--- src/plru_pkg.sv ---
// shared types and command codes for the pinned lru slot staging table
package plru_pkg;

    typedef enum logic [2:0] {
        CMD_BEGIN   = 3'd0,
        CMD_RESERVE = 3'd1,
        CMD_DMA     = 3'd2,
        CMD_CONSUME = 3'd3,
        CMD_QUERY   = 3'd4
    } cmd_t;

    localparam int KEY_W  = 64;
    localparam int SIZE_W = 24;
    localparam int GEN_W  = 8;

    // request to the recency unit: drop a slot from the order or make it most recent
    typedef struct packed {
        logic en;
        logic touch;
    } order_cmd_t;

endpackage

--- src/plru_ram.sv ---
// generic single write port ram with registered read
module plru_ram #(
    parameter int WIDTH = 8,
    parameter int DEPTH = 16,
    localparam int AW = (DEPTH > 1) ? $clog2(DEPTH) : 1
) (
    input  logic             aclk,
    input  logic             we,
    input  logic [AW-1:0]    waddr,
    input  logic [WIDTH-1:0] wdata,
    input  logic [AW-1:0]    raddr,
    output logic [WIDTH-1:0] rdata
);
    logic [WIDTH-1:0] mem_reg [DEPTH];

    always_ff @(posedge aclk) begin
        if (we) begin
            mem_reg[waddr] <= wdata;
        end
        rdata <= mem_reg[raddr];
    end
endmodule

--- src/plru_order.sv ---
// recency order unit: one age cell per slot, drop or touch one slot per cycle
module plru_order #(
    parameter int SLOT_COUNT = 16,
    localparam int SW = (SLOT_COUNT > 1) ? $clog2(SLOT_COUNT) : 1
) (
    input  logic                             aclk,
    input  logic                             aresetn,
    input  plru_pkg::order_cmd_t             op,
    input  logic [SW-1:0]                    op_idx,
    output logic [SLOT_COUNT-1:0]            in_order,
    output logic [SLOT_COUNT-1:0][SW-1:0]    age
);
    import plru_pkg::*;

    logic [SLOT_COUNT-1:0]         in_order_reg, in_order_next;
    logic [SLOT_COUNT-1:0][SW-1:0] age_reg, age_next;
    logic [SW-1:0]                 op_age;
    logic                          op_in;

    assign op_age = age_reg[op_idx];
    assign op_in  = in_order_reg[op_idx];

    always_comb begin
        in_order_next = in_order_reg;
        age_next      = age_reg;
        if (op.en) begin
            for (int i = 0; i < SLOT_COUNT; i++) begin
                if (SW'(i) == op_idx) begin
                    age_next[i]      = '0;
                    in_order_next[i] = op.touch;
                end else if (in_order_reg[i]) begin
                    // close the gap left by the slot, then age everyone on a touch
                    age_next[i] = age_reg[i] - SW'(op_in && (age_reg[i] > op_age))
                                  + SW'(op.touch);
                end
            end
        end
    end

    always_ff @(posedge aclk) begin
        if (!aresetn) begin
            in_order_reg <= '0;
            age_reg      <= '0;
        end else begin
            in_order_reg <= in_order_next;
            age_reg      <= age_next;
        end
    end

    assign in_order = in_order_reg;
    assign age      = age_reg;
endmodule

--- src/pinned_lru_slot_staging_table.sv ---
// top level of the pinned lru slot staging table
//
// one command item enters on the s_ channel: cmd on s_tuser, key, need_size,
// pin and rank packed in s_tdata. every item produces exactly one result item
// on the m_ channel: ok, hit, slot_index and assigned_rank in m_tdata.
// the block works on one item at a time; s_tready is high only while idle.
// begin batch, unknown codes and commands refused at decode go straight to
// the output register; dma complete reads its batch slot and stamps the slot,
// and a consume also checks its stamp and hit flag, ending there if one fails.
// reserve, query and a consume that passes both checks then scan the table:
// the tag and capacity ram is read one slot per cycle by a single scan
// sequencer that compares keys and picks the oldest eligible victim, and
// the recency unit updates all ages once per drop or touch.
// the result sits in an output register until m_tready takes it; a stalled
// receiver simply holds the block busy, nothing is lost.
// after reset the table is empty, no slot has been used, batch count and
// generation are zero. the rams need no clearing: every read of a tag,
// batch slot or stamp is qualified by flag registers that reset clears.
module pinned_lru_slot_staging_table #(
    parameter int SLOT_COUNT = 16,
    parameter int BATCH_MAX  = 16
) (
    input  logic        aclk,
    input  logic        aresetn,
    input  logic        s_tvalid,
    output logic        s_tready,
    input  logic [95:0] s_tdata,   // key[63:0], need_size[87:64], pin[88], rank[92:89]
    input  logic [2:0]  s_tuser,   // cmd
    output logic        m_tvalid,
    input  logic        m_tready,
    output logic [15:0] m_tdata    // ok[0], hit[1], slot_index[5:2], assigned_rank[9:6]
);
    import plru_pkg::*;

    localparam int SW = (SLOT_COUNT > 1) ? $clog2(SLOT_COUNT) : 1;
    localparam int CW = $clog2(SLOT_COUNT + 1);
    localparam int BW = (BATCH_MAX > 1) ? $clog2(BATCH_MAX) : 1;
    localparam int NW = $clog2(BATCH_MAX + 1);
    localparam int TW = KEY_W + SIZE_W;

    typedef enum logic [6:0] {
        ST_IDLE = 7'b0000001,
        ST_DEC  = 7'b0000010,
        ST_BUSE = 7'b0000100,
        ST_CHK  = 7'b0001000,
        ST_SCAN = 7'b0010000,
        ST_FIN  = 7'b0100000,
        ST_OUT  = 7'b1000000
    } state_t;

    state_t state_reg, state_next;

    logic [2:0]        cmd_reg;
    logic [KEY_W-1:0]  key_reg;
    logic [SIZE_W-1:0] need_reg;
    logic              pin_reg;
    logic [3:0]        rank_reg;

    logic [CW-1:0]     cnt_reg;
    logic              pv_reg;
    logic [SW-1:0]     pidx_reg;
    logic              found_reg;
    logic [SW-1:0]     fidx_reg;
    logic              vfound_reg;
    logic [SW-1:0]     vidx_reg;
    logic [SW-1:0]     vage_reg;
    logic [SIZE_W-1:0] vcap_reg;
    logic [SW-1:0]     s_reg;
    logic [KEY_W-1:0]  tag_s_reg;

    logic [SLOT_COUNT-1:0] busy_reg, res_reg, pinned_reg, indexed_reg, stamp_vld_reg;
    logic [BATCH_MAX-1:0]  was_hit_reg;
    logic [CW-1:0]         fresh_reg;
    logic [NW-1:0]         count_reg;
    logic [GEN_W-1:0]      gen_reg;

    logic       m_tvalid_reg, ok_reg, hit_reg;
    logic [3:0] slot_o_reg, rank_o_reg;

    // rams
    logic          tc_we;
    logic [SW-1:0] tc_waddr, tc_raddr;
    logic [TW-1:0] tc_wdata, tc_rdata;
    logic          bs_we;
    logic [SW-1:0] bs_rdata;
    logic          st_we;
    logic [GEN_W-1:0] st_rdata;

    // recency unit
    order_cmd_t                    ord_op;
    logic [SW-1:0]                 ord_idx;
    logic [SLOT_COUNT-1:0]         in_order;
    logic [SLOT_COUNT-1:0][SW-1:0] age;

    logic [KEY_W-1:0]  cmp_key;
    logic [KEY_W-1:0]  scan_tag;
    logic [SIZE_W-1:0] scan_cap;
    logic              match, cand, dup_drop, accept;
    logic              hit_path, fresh_path, victim_path;
    logic [GEN_W-1:0]  stamp_eff;

    assign accept   = s_tvalid && s_tready;
    assign scan_tag = tc_rdata[KEY_W-1:0];
    assign scan_cap = tc_rdata[TW-1:KEY_W];
    assign cmp_key  = (cmd_reg == CMD_CONSUME) ? tag_s_reg : key_reg;
    assign match    = pv_reg && indexed_reg[pidx_reg] && (scan_tag == cmp_key);
    assign cand     = pv_reg && in_order[pidx_reg] && indexed_reg[pidx_reg]
                      && !busy_reg[pidx_reg] && !pinned_reg[pidx_reg]
                      && res_reg[pidx_reg] && (scan_cap >= need_reg);
    assign dup_drop = (state_reg == ST_SCAN) && (cmd_reg == CMD_CONSUME)
                      && match && (pidx_reg != s_reg);

    assign hit_path    = found_reg;
    assign fresh_path  = !found_reg && (fresh_reg < CW'(SLOT_COUNT));
    assign victim_path = !found_reg && !fresh_path && vfound_reg;

    assign stamp_eff = stamp_vld_reg[s_reg] ? st_rdata : '0;

    // address and write muxes for the rams
    always_comb begin
        tc_raddr = bs_rdata;
        if (state_reg == ST_SCAN) begin
            tc_raddr = (cnt_reg < CW'(SLOT_COUNT)) ? SW'(cnt_reg) : '0;
        end
        tc_we    = (state_reg == ST_FIN) && (cmd_reg == CMD_RESERVE)
                   && (fresh_path || victim_path);
        tc_waddr = fresh_path ? SW'(fresh_reg) : vidx_reg;
        tc_wdata = {(fresh_path ? need_reg : vcap_reg), key_reg};
        bs_we    = (state_reg == ST_FIN) && (cmd_reg == CMD_RESERVE)
                   && (hit_path || fresh_path || victim_path);
        st_we    = (state_reg == ST_BUSE) && (cmd_reg == CMD_DMA);
    end

    // recency unit requests
    always_comb begin
        ord_op  = '0;
        ord_idx = pidx_reg;
        if (dup_drop) begin
            ord_op.en = 1'b1;
        end else if (state_reg == ST_FIN && cmd_reg == CMD_RESERVE) begin
            if (hit_path) begin
                ord_op  = '{en: 1'b1, touch: 1'b1};
                ord_idx = fidx_reg;
            end else if (victim_path) begin
                ord_op.en = 1'b1;
                ord_idx   = vidx_reg;
            end
        end else if (state_reg == ST_FIN && cmd_reg == CMD_CONSUME) begin
            ord_op  = '{en: !in_order[s_reg], touch: 1'b1};
            ord_idx = s_reg;
        end
    end

    plru_ram #(.WIDTH(TW), .DEPTH(SLOT_COUNT)) u_tag_ram (
        .aclk  (aclk),
        .we    (tc_we),
        .waddr (tc_waddr),
        .wdata (tc_wdata),
        .raddr (tc_raddr),
        .rdata (tc_rdata)
    );

    plru_ram #(.WIDTH(SW), .DEPTH(BATCH_MAX)) u_batch_ram (
        .aclk  (aclk),
        .we    (bs_we),
        .waddr (BW'(count_reg)),
        .wdata (hit_path ? fidx_reg : (fresh_path ? SW'(fresh_reg) : vidx_reg)),
        .raddr (BW'(rank_reg)),
        .rdata (bs_rdata)
    );

    plru_ram #(.WIDTH(GEN_W), .DEPTH(SLOT_COUNT)) u_stamp_ram (
        .aclk  (aclk),
        .we    (st_we),
        .waddr (bs_rdata),
        .wdata (gen_reg),
        .raddr (bs_rdata),
        .rdata (st_rdata)
    );

    plru_order #(.SLOT_COUNT(SLOT_COUNT)) u_order (
        .aclk     (aclk),
        .aresetn  (aresetn),
        .op       (ord_op),
        .op_idx   (ord_idx),
        .in_order (in_order),
        .age      (age)
    );

    always_comb begin
        state_next = state_reg;
        case (state_reg)
            ST_IDLE: if (accept) state_next = ST_DEC;
            ST_DEC: begin
                case (cmd_reg)
                    CMD_RESERVE: state_next = (count_reg < NW'(BATCH_MAX)) ? ST_SCAN : ST_OUT;
                    CMD_QUERY:   state_next = ST_SCAN;
                    CMD_DMA, CMD_CONSUME: begin
                        state_next = (NW'(rank_reg) < count_reg
                                      && rank_reg < 4'(BATCH_MAX > 15 ? 15 : BATCH_MAX))
                                     || (BATCH_MAX > 15 && NW'(rank_reg) < count_reg)
                                     ? ST_BUSE : ST_OUT;
                    end
                    default:     state_next = ST_OUT;
                endcase
            end
            ST_BUSE: state_next = (cmd_reg == CMD_CONSUME) ? ST_CHK : ST_OUT;
            ST_CHK: begin
                state_next = (stamp_eff == gen_reg && !was_hit_reg[BW'(rank_reg)])
                             ? ST_SCAN : ST_OUT;
            end
            ST_SCAN: if (cnt_reg == CW'(SLOT_COUNT)) state_next = ST_FIN;
            ST_FIN:  state_next = ST_OUT;
            ST_OUT:  if (m_tvalid_reg && m_tready) state_next = ST_IDLE;
            default: state_next = ST_IDLE;
        endcase
    end

    always_ff @(posedge aclk) begin
        if (!aresetn) begin
            state_reg     <= ST_IDLE;
            busy_reg      <= '0;
            res_reg       <= '0;
            pinned_reg    <= '0;
            indexed_reg   <= '0;
            stamp_vld_reg <= '0;
            was_hit_reg   <= '0;
            fresh_reg     <= '0;
            count_reg     <= '0;
            gen_reg       <= '0;
            m_tvalid_reg  <= 1'b0;
            pv_reg        <= 1'b0;
            found_reg     <= 1'b0;
            vfound_reg    <= 1'b0;
        end else begin
            state_reg <= state_next;
            case (state_reg)
                ST_IDLE: begin
                    if (accept) begin
                        cmd_reg  <= s_tuser;
                        key_reg  <= s_tdata[63:0];
                        need_reg <= s_tdata[87:64];
                        pin_reg  <= s_tdata[88];
                        rank_reg <= s_tdata[92:89];
                    end
                end
                ST_DEC: begin
                    ok_reg     <= (cmd_reg == CMD_BEGIN);
                    hit_reg    <= 1'b0;
                    slot_o_reg <= '0;
                    rank_o_reg <= '0;
                    cnt_reg    <= '0;
                    pv_reg     <= 1'b0;
                    found_reg  <= 1'b0;
                    vfound_reg <= 1'b0;
                    if (cmd_reg == CMD_BEGIN) begin
                        count_reg <= '0;
                        gen_reg   <= gen_reg + GEN_W'(1);
                    end
                    if (state_next == ST_OUT) m_tvalid_reg <= 1'b1;
                end
                ST_BUSE: begin
                    s_reg <= bs_rdata;
                    if (cmd_reg == CMD_DMA) begin
                        stamp_vld_reg[bs_rdata] <= 1'b1;
                        ok_reg       <= 1'b1;
                        m_tvalid_reg <= 1'b1;
                    end
                end
                ST_CHK: begin
                    tag_s_reg <= scan_tag;
                    if (stamp_eff == gen_reg) ok_reg <= 1'b1;
                    if (state_next == ST_OUT) m_tvalid_reg <= 1'b1;
                end
                ST_SCAN: begin
                    pv_reg   <= cnt_reg < CW'(SLOT_COUNT);
                    pidx_reg <= (cnt_reg < CW'(SLOT_COUNT)) ? SW'(cnt_reg) : '0;
                    if (cnt_reg < CW'(SLOT_COUNT)) cnt_reg <= cnt_reg + CW'(1);
                    if (match && !found_reg) begin
                        found_reg <= 1'b1;
                        fidx_reg  <= pidx_reg;
                    end
                    // oldest eligible slot, first one wins on equal age
                    if (cand && (!vfound_reg || age[pidx_reg] > vage_reg)) begin
                        vfound_reg <= 1'b1;
                        vidx_reg   <= pidx_reg;
                        vage_reg   <= age[pidx_reg];
                        vcap_reg   <= scan_cap;
                    end
                    if (dup_drop) indexed_reg[pidx_reg] <= 1'b0;
                end
                ST_FIN: begin
                    m_tvalid_reg <= 1'b1;
                    case (cmd_reg)
                        CMD_RESERVE: begin
                            if (hit_path) begin
                                if (pin_reg) pinned_reg[fidx_reg] <= 1'b1;
                            end else if (fresh_path || victim_path) begin
                                busy_reg[tc_waddr]   <= 1'b1;
                                res_reg[tc_waddr]    <= 1'b0;
                                pinned_reg[tc_waddr] <= pin_reg;
                                if (victim_path) indexed_reg[vidx_reg] <= 1'b0;
                                if (fresh_path) fresh_reg <= fresh_reg + CW'(1);
                            end
                            if (hit_path || fresh_path || victim_path) begin
                                was_hit_reg[BW'(count_reg)] <= hit_path;
                                count_reg  <= count_reg + NW'(1);
                                ok_reg     <= 1'b1;
                                hit_reg    <= hit_path;
                                slot_o_reg <= 4'(hit_path ? fidx_reg : tc_waddr);
                                rank_o_reg <= 4'(count_reg);
                            end else begin
                                count_reg <= '0;
                            end
                        end
                        CMD_CONSUME: begin
                            busy_reg[s_reg]    <= 1'b0;
                            res_reg[s_reg]     <= 1'b1;
                            indexed_reg[s_reg] <= 1'b1;
                        end
                        CMD_QUERY: begin
                            ok_reg <= found_reg && res_reg[fidx_reg] && !busy_reg[fidx_reg];
                        end
                        default: ;
                    endcase
                end
                ST_OUT: begin
                    if (m_tready) m_tvalid_reg <= 1'b0;
                end
                default: ;
            endcase
        end
    end

    assign s_tready = (state_reg == ST_IDLE);
    assign m_tvalid = m_tvalid_reg;
    assign m_tdata  = {6'd0, rank_o_reg, slot_o_reg, hit_reg, ok_reg};

    a_no_overlap: assert property (@(posedge aclk) disable iff (!aresetn)
        !(s_tready && m_tvalid))
        else $error("input taken while a result is pending");

    a_fresh_range: assert property (@(posedge aclk) disable iff (!aresetn)
        fresh_reg <= CW'(SLOT_COUNT))
        else $error("fresh slot pointer past table");

    a_count_range: assert property (@(posedge aclk) disable iff (!aresetn)
        count_reg <= NW'(BATCH_MAX))
        else $error("batch count past batch size");

    a_gen_step: assert property (@(posedge aclk) disable iff (!aresetn)
        (state_reg == ST_DEC && cmd_reg == CMD_BEGIN)
        |=> gen_reg == GEN_W'($past(gen_reg) + GEN_W'(1)))
        else $error("generation not advanced by begin batch");

    a_out_done: assert property (@(posedge aclk) disable iff (!aresetn)
        (m_tvalid && m_tready) |=> (state_reg == ST_IDLE && !m_tvalid))
        else $error("block not idle after result taken");
endmodule

--- config.mk ---
export PLATFORM = sky130hd
export DESIGN_NAME = pinned_lru_slot_staging_table
export DESIGN_NICKNAME = d
export VERILOG_FILES = /design/src/plru_pkg.sv /design/src/plru_ram.sv /design/src/plru_order.sv /design/src/pinned_lru_slot_staging_table.sv
export SDC_FILE = /design/constraint.sdc
export NUM_CORES = 2
export LEC_CHECK = 0
export BUFFER_PORTS_ARGS = -buffer_cell sky130_fd_sc_hd__buf_2
export CORE_UTILIZATION = 40
export DETAILED_ROUTE_END_ITERATION = 8
export GPL_TIMING_DRIVEN = 0
export PLACE_DENSITY_LB_ADDON = 0.15
export SETUP_SLACK_MARGIN = 0.2
export SYNTH_ARGS = -nofsm -noshare
export SYNTH_HDL_FRONTEND = slang
export SYNTH_SLANG_ARGS = --single-unit
--- constraint.sdc ---
create_clock -name aclk -period 11.02 [get_ports aclk]
set_clock_uncertainty 0.15 [all_clocks]
set_input_delay 2.204 -clock aclk [delete_from_list [all_inputs] [get_ports aclk]]
set_output_delay 2.204 -clock aclk [all_outputs]
set_load 0.005 [all_outputs]
==> flow_metrics.py <==
metrics = {
    "outcome": {
        "status": "finished clean",
    },
    "pwr": {
        "power.leakage_nw": 33.45,
        "peakVddDrop_uv": 147.9,
        "p_per_area_mw_per_mm2": 172.4,
    },
    "cts": {
        "cts.htree.levels": 4,
        "post_cts_resized": 0,
        "cts_buffer_depth": 3,
        "cts-root-buf": "clkbuf_16",
        "cts_tree": "yes",
        "hold_buffers": 0,
        "clk_pin_slew_worst_paths_ps": 60,
        "numCtsBuffers": 222,
        "post_cts_buffers": 0,
        "clock-sinks": 2124,
        "clk_latency_ps": 890,
    },
    "route": {
        "dr.pass1.iters": 6,
        "drc_errors": 0,
        "routed_via_density": 5.648,
        "drt_wl_total_um": 268200,
        "avgRoutedWirePerCell_um": 26.25,
        "num_vias": 57690,
        "ant_nets": 0,
        "drt_iter0_markers": 5664,
    },
    "placement": {
        "port_buffers": 111,
        "place.gp.congestion": 0.9200,
        "dp_cells": 9782,
        "place_area_mm2": 0.09530,
        "hpwl_um": 182900,
    },
    "setup_path": {
        "cp-start-kind": "flop",
        "required_ps": 11610,
        "cp.arrival_ps": 9090,
        "slowest_delay_ps": 800,
        "crit_buf_inv": 6,
        "path_max_fanout": 16,
        "cp_slowest_cell": "mux2i_4",
        "reg2regPathDepth": 31,
        "path_class": "reg2reg",
        "crit_family": "compound AO/OA/AOI/OAI gates",
        "crit_cells": 31,
        "crit_path_end_kind": "flop",
    },
    "sta": {
        "fin_hold_ws_ps": 283.0,
        "worst_pin_slew_ps": 1456,
        "report.final.slew_viol_count": 0,
        "finalCritPeriodShare": 0.7712,
        "fmax_ghz": 0.1177,
        "fin_tns_setup_ps": 0,
        "rsz0062_at_grt": "no",
        "hold_viol_final": 0,
        "period_needed_ps": 8499,
        "finalSetupViolCount": 0,
        "maxSlewHeadroom": 0.02966,
    },
    "cells_and_area": {
        "fillers": 19760,
        "post-route-cell-area_mm2": 0.1028,
        "area_growth_pct": 14.44,
        "final_common_cell": "edfxtp_1",
        "stdcell_count": 10220,
        "final_cell_mix": "edfxtp_1, nand2_1, a211oi_1",
        "final_nets": 7318,
        "fin_util": 0.4613,
        "largest_register_ff_count": 1408,
        "drive_gt1_frac": 0.1039,
    },
    "global_route": {
        "antenna_found_initial": 19,
        "grt_max_degree": 71,
        "grt_pass1_vias": 56870,
        "grt_pass1_wl_um": 389700,
        "track_usage": 0.2347,
        "grt-ovfl-total": 0,
    },
    "synthesis": {
        "syn_inst": 6628,
        "ys_types": 90,
        "ys_ff_latch": 2124,
        "syn-mean-instance-area_um2": 13.55,
        "synth_ff_type": "edfxtp_1",
        "synth_edf_count": 1819,
        "ys_seq_area_frac": 0.6763,
        "syn-cell-area_mm2": 0.08979,
        "async_flop_share": 0,
        "ys_warn_count": 0,
    },
    "die": {
        "io_pins": 121,
        "dieHeight_um": 475.8,
        "core_mm2": 0.2227,
        "initial_core_util": 0.4031,
        "dieArea_mm2": 0.2264,
        "row_count": 173,
        "dieWidth_um": 475.8,
    },
    "min_path": {
        "hp-class": "reg2reg",
        "hold_depth": 0,
    },
    "run": {
        "max_cap_violations": 0,
    },
}
==> synth_stat cells, types with 12 or more instances <==
library cell / instances / area share
buf_4: 15 / 0.0013
a41o_1: 17 / 0.0019
and3_1: 12 / 0.00084
nor2b_1: 81 / 0.0056
a21boi_0: 35 / 0.0029
buf_1: 21 / 0.00088
a221o_1: 16 / 0.0018
buf_2: 16 / 0.00089
a21o_1: 37 / 0.0031
edfxtp_1: 1819 / 0.61
o32ai_1: 12 / 0.0012
nand3b_1: 19 / 0.0016
nand2b_1: 38 / 0.0026
o21ai_0: 133 / 0.0074
nand2_1: 936 / 0.039
nor2_1: 116 / 0.0048
o22ai_1: 21 / 0.0015
nor3b_1: 40 / 0.0033
a21oi_1: 317 / 0.018
a311oi_1: 184 / 0.018
nor3_1: 51 / 0.0028
a211oi_1: 445 / 0.037
fa_1: 16 / 0.0036
mux2i_1: 74 / 0.0082
o21a_1: 24 / 0.0020
mux4_2: 124 / 0.031
a31oi_1: 194 / 0.014
dfxtp_1: 305 / 0.068
inv_1: 183 / 0.0076
nand3_1: 85 / 0.0047
xnor2_1: 69 / 0.0067
ha_1: 167 / 0.023
nand4_1: 18 / 0.0013
and2_1: 388 / 0.027
xor2_1: 52 / 0.0051
clkbuf_1: 374 / 0.016
nor4_1: 18 / 0.0013
==> through the flow <==
stage          power, mW  setup slack, ps
4_1_cts            17.85             2698
3_5_place_dp       10.29             2755
2_1_floorplan      9.707             2164
6_report           17.71             2521
5_1_grt            18.25             2244
3_3_place_gp       10.27            -4845
==> worst reg2reg max path: cells and delay by family (launching register included) <==
| family | cells | cell delay, ps |
|---|---|---|
| XOR/XNOR | 2 | 320 |
| buffers and inverters | 6 | 1470 |
| flip-flops | 1 | 450 |
| AO/OA/AOI/OAI | 10 | 2340 |
| AND/OR/NAND/NOR | 8 | 1790 |
| multiplexers | 2 | 1010 |
| adder cells (fa/ha/maj) | 3 | 890 |
==> metal layers <==
metal | track usage | vias to the layer above | routed length (µm) | part of all wire
li1 | - | 26030 | - | -
met1 | 0.3227 | 29280 | 116600 | 0.43
met2 | 0.3798 | 1945 | 126300 | 0.47
met3 | 0.02962 | 439 | 15580 | 0.058
met4 | 0.08748 | 0 | 9745 | 0.036
met5 | 0 | - | 0 | 0
==> where the power goes <==
group / internal (mW) / switching (mW) / total [mW]
Clock: 4.39 / 3.21 / 7.60
Sequential: 8.80 / 0.144 / 8.94
Combinational: 0.357 / 0.820 / 1.18
Total: 13.5 / 4.17 / 17.7
==> logic make-up after synthesis <==
kind of cell | Yosys count | synth area share
flip-flops | 2124 | 0.6763
adder cells (fa/ha/maj) | 183 | 0.02684
buffers and inverters | 620 | 0.02741
XOR/XNOR | 121 | 0.01180
other | 1 | 0.00004176
AND/OR/NAND/NOR | 1855 | 0.09975
AO/OA/AOI/OAI | 1519 | 0.1175
multiplexers | 205 | 0.04035
==> cell type report <==
| type | count | area [µm²] | area share |
|---|---|---|---|
| sequential | 2124 | 60730 | 0.5910 |
| clock inverter | 109 | 1242 | 0.01209 |
| tap | 2975 | 3722 | 0.03622 |
| antenna | 11 | 27.53 | 0.0002679 |
| timing repair buffer | 175 | 1580 | 0.01538 |
| inverter | 183 | 749.5 | 0.007293 |
| clock buffer | 312 | 6181 | 0.06015 |
| multi-input combinational | 3889 | 26720 | 0.2600 |
| buffer | 437 | 1805 | 0.01757 |
==> final timing paths <==
check / endpoint / startpoint / slack, ps
min reg2reg: vcap_reg[20]$_DFFE_PP_ / u_tag_ram.rdata[84]$_DFF_P_ / 280
max: u_order.age[59]$_SDFFE_PN0P_ / cmd_reg[0]$_DFFE_PP_ / 2520
min: vcap_reg[20]$_DFFE_PP_ / u_tag_ram.rdata[84]$_DFF_P_ / 280
max reg2reg: u_order.age[59]$_SDFFE_PN0P_ / cmd_reg[0]$_DFFE_PP_ / 2520
Note: power is estimated with default switching activity, not from simulation.
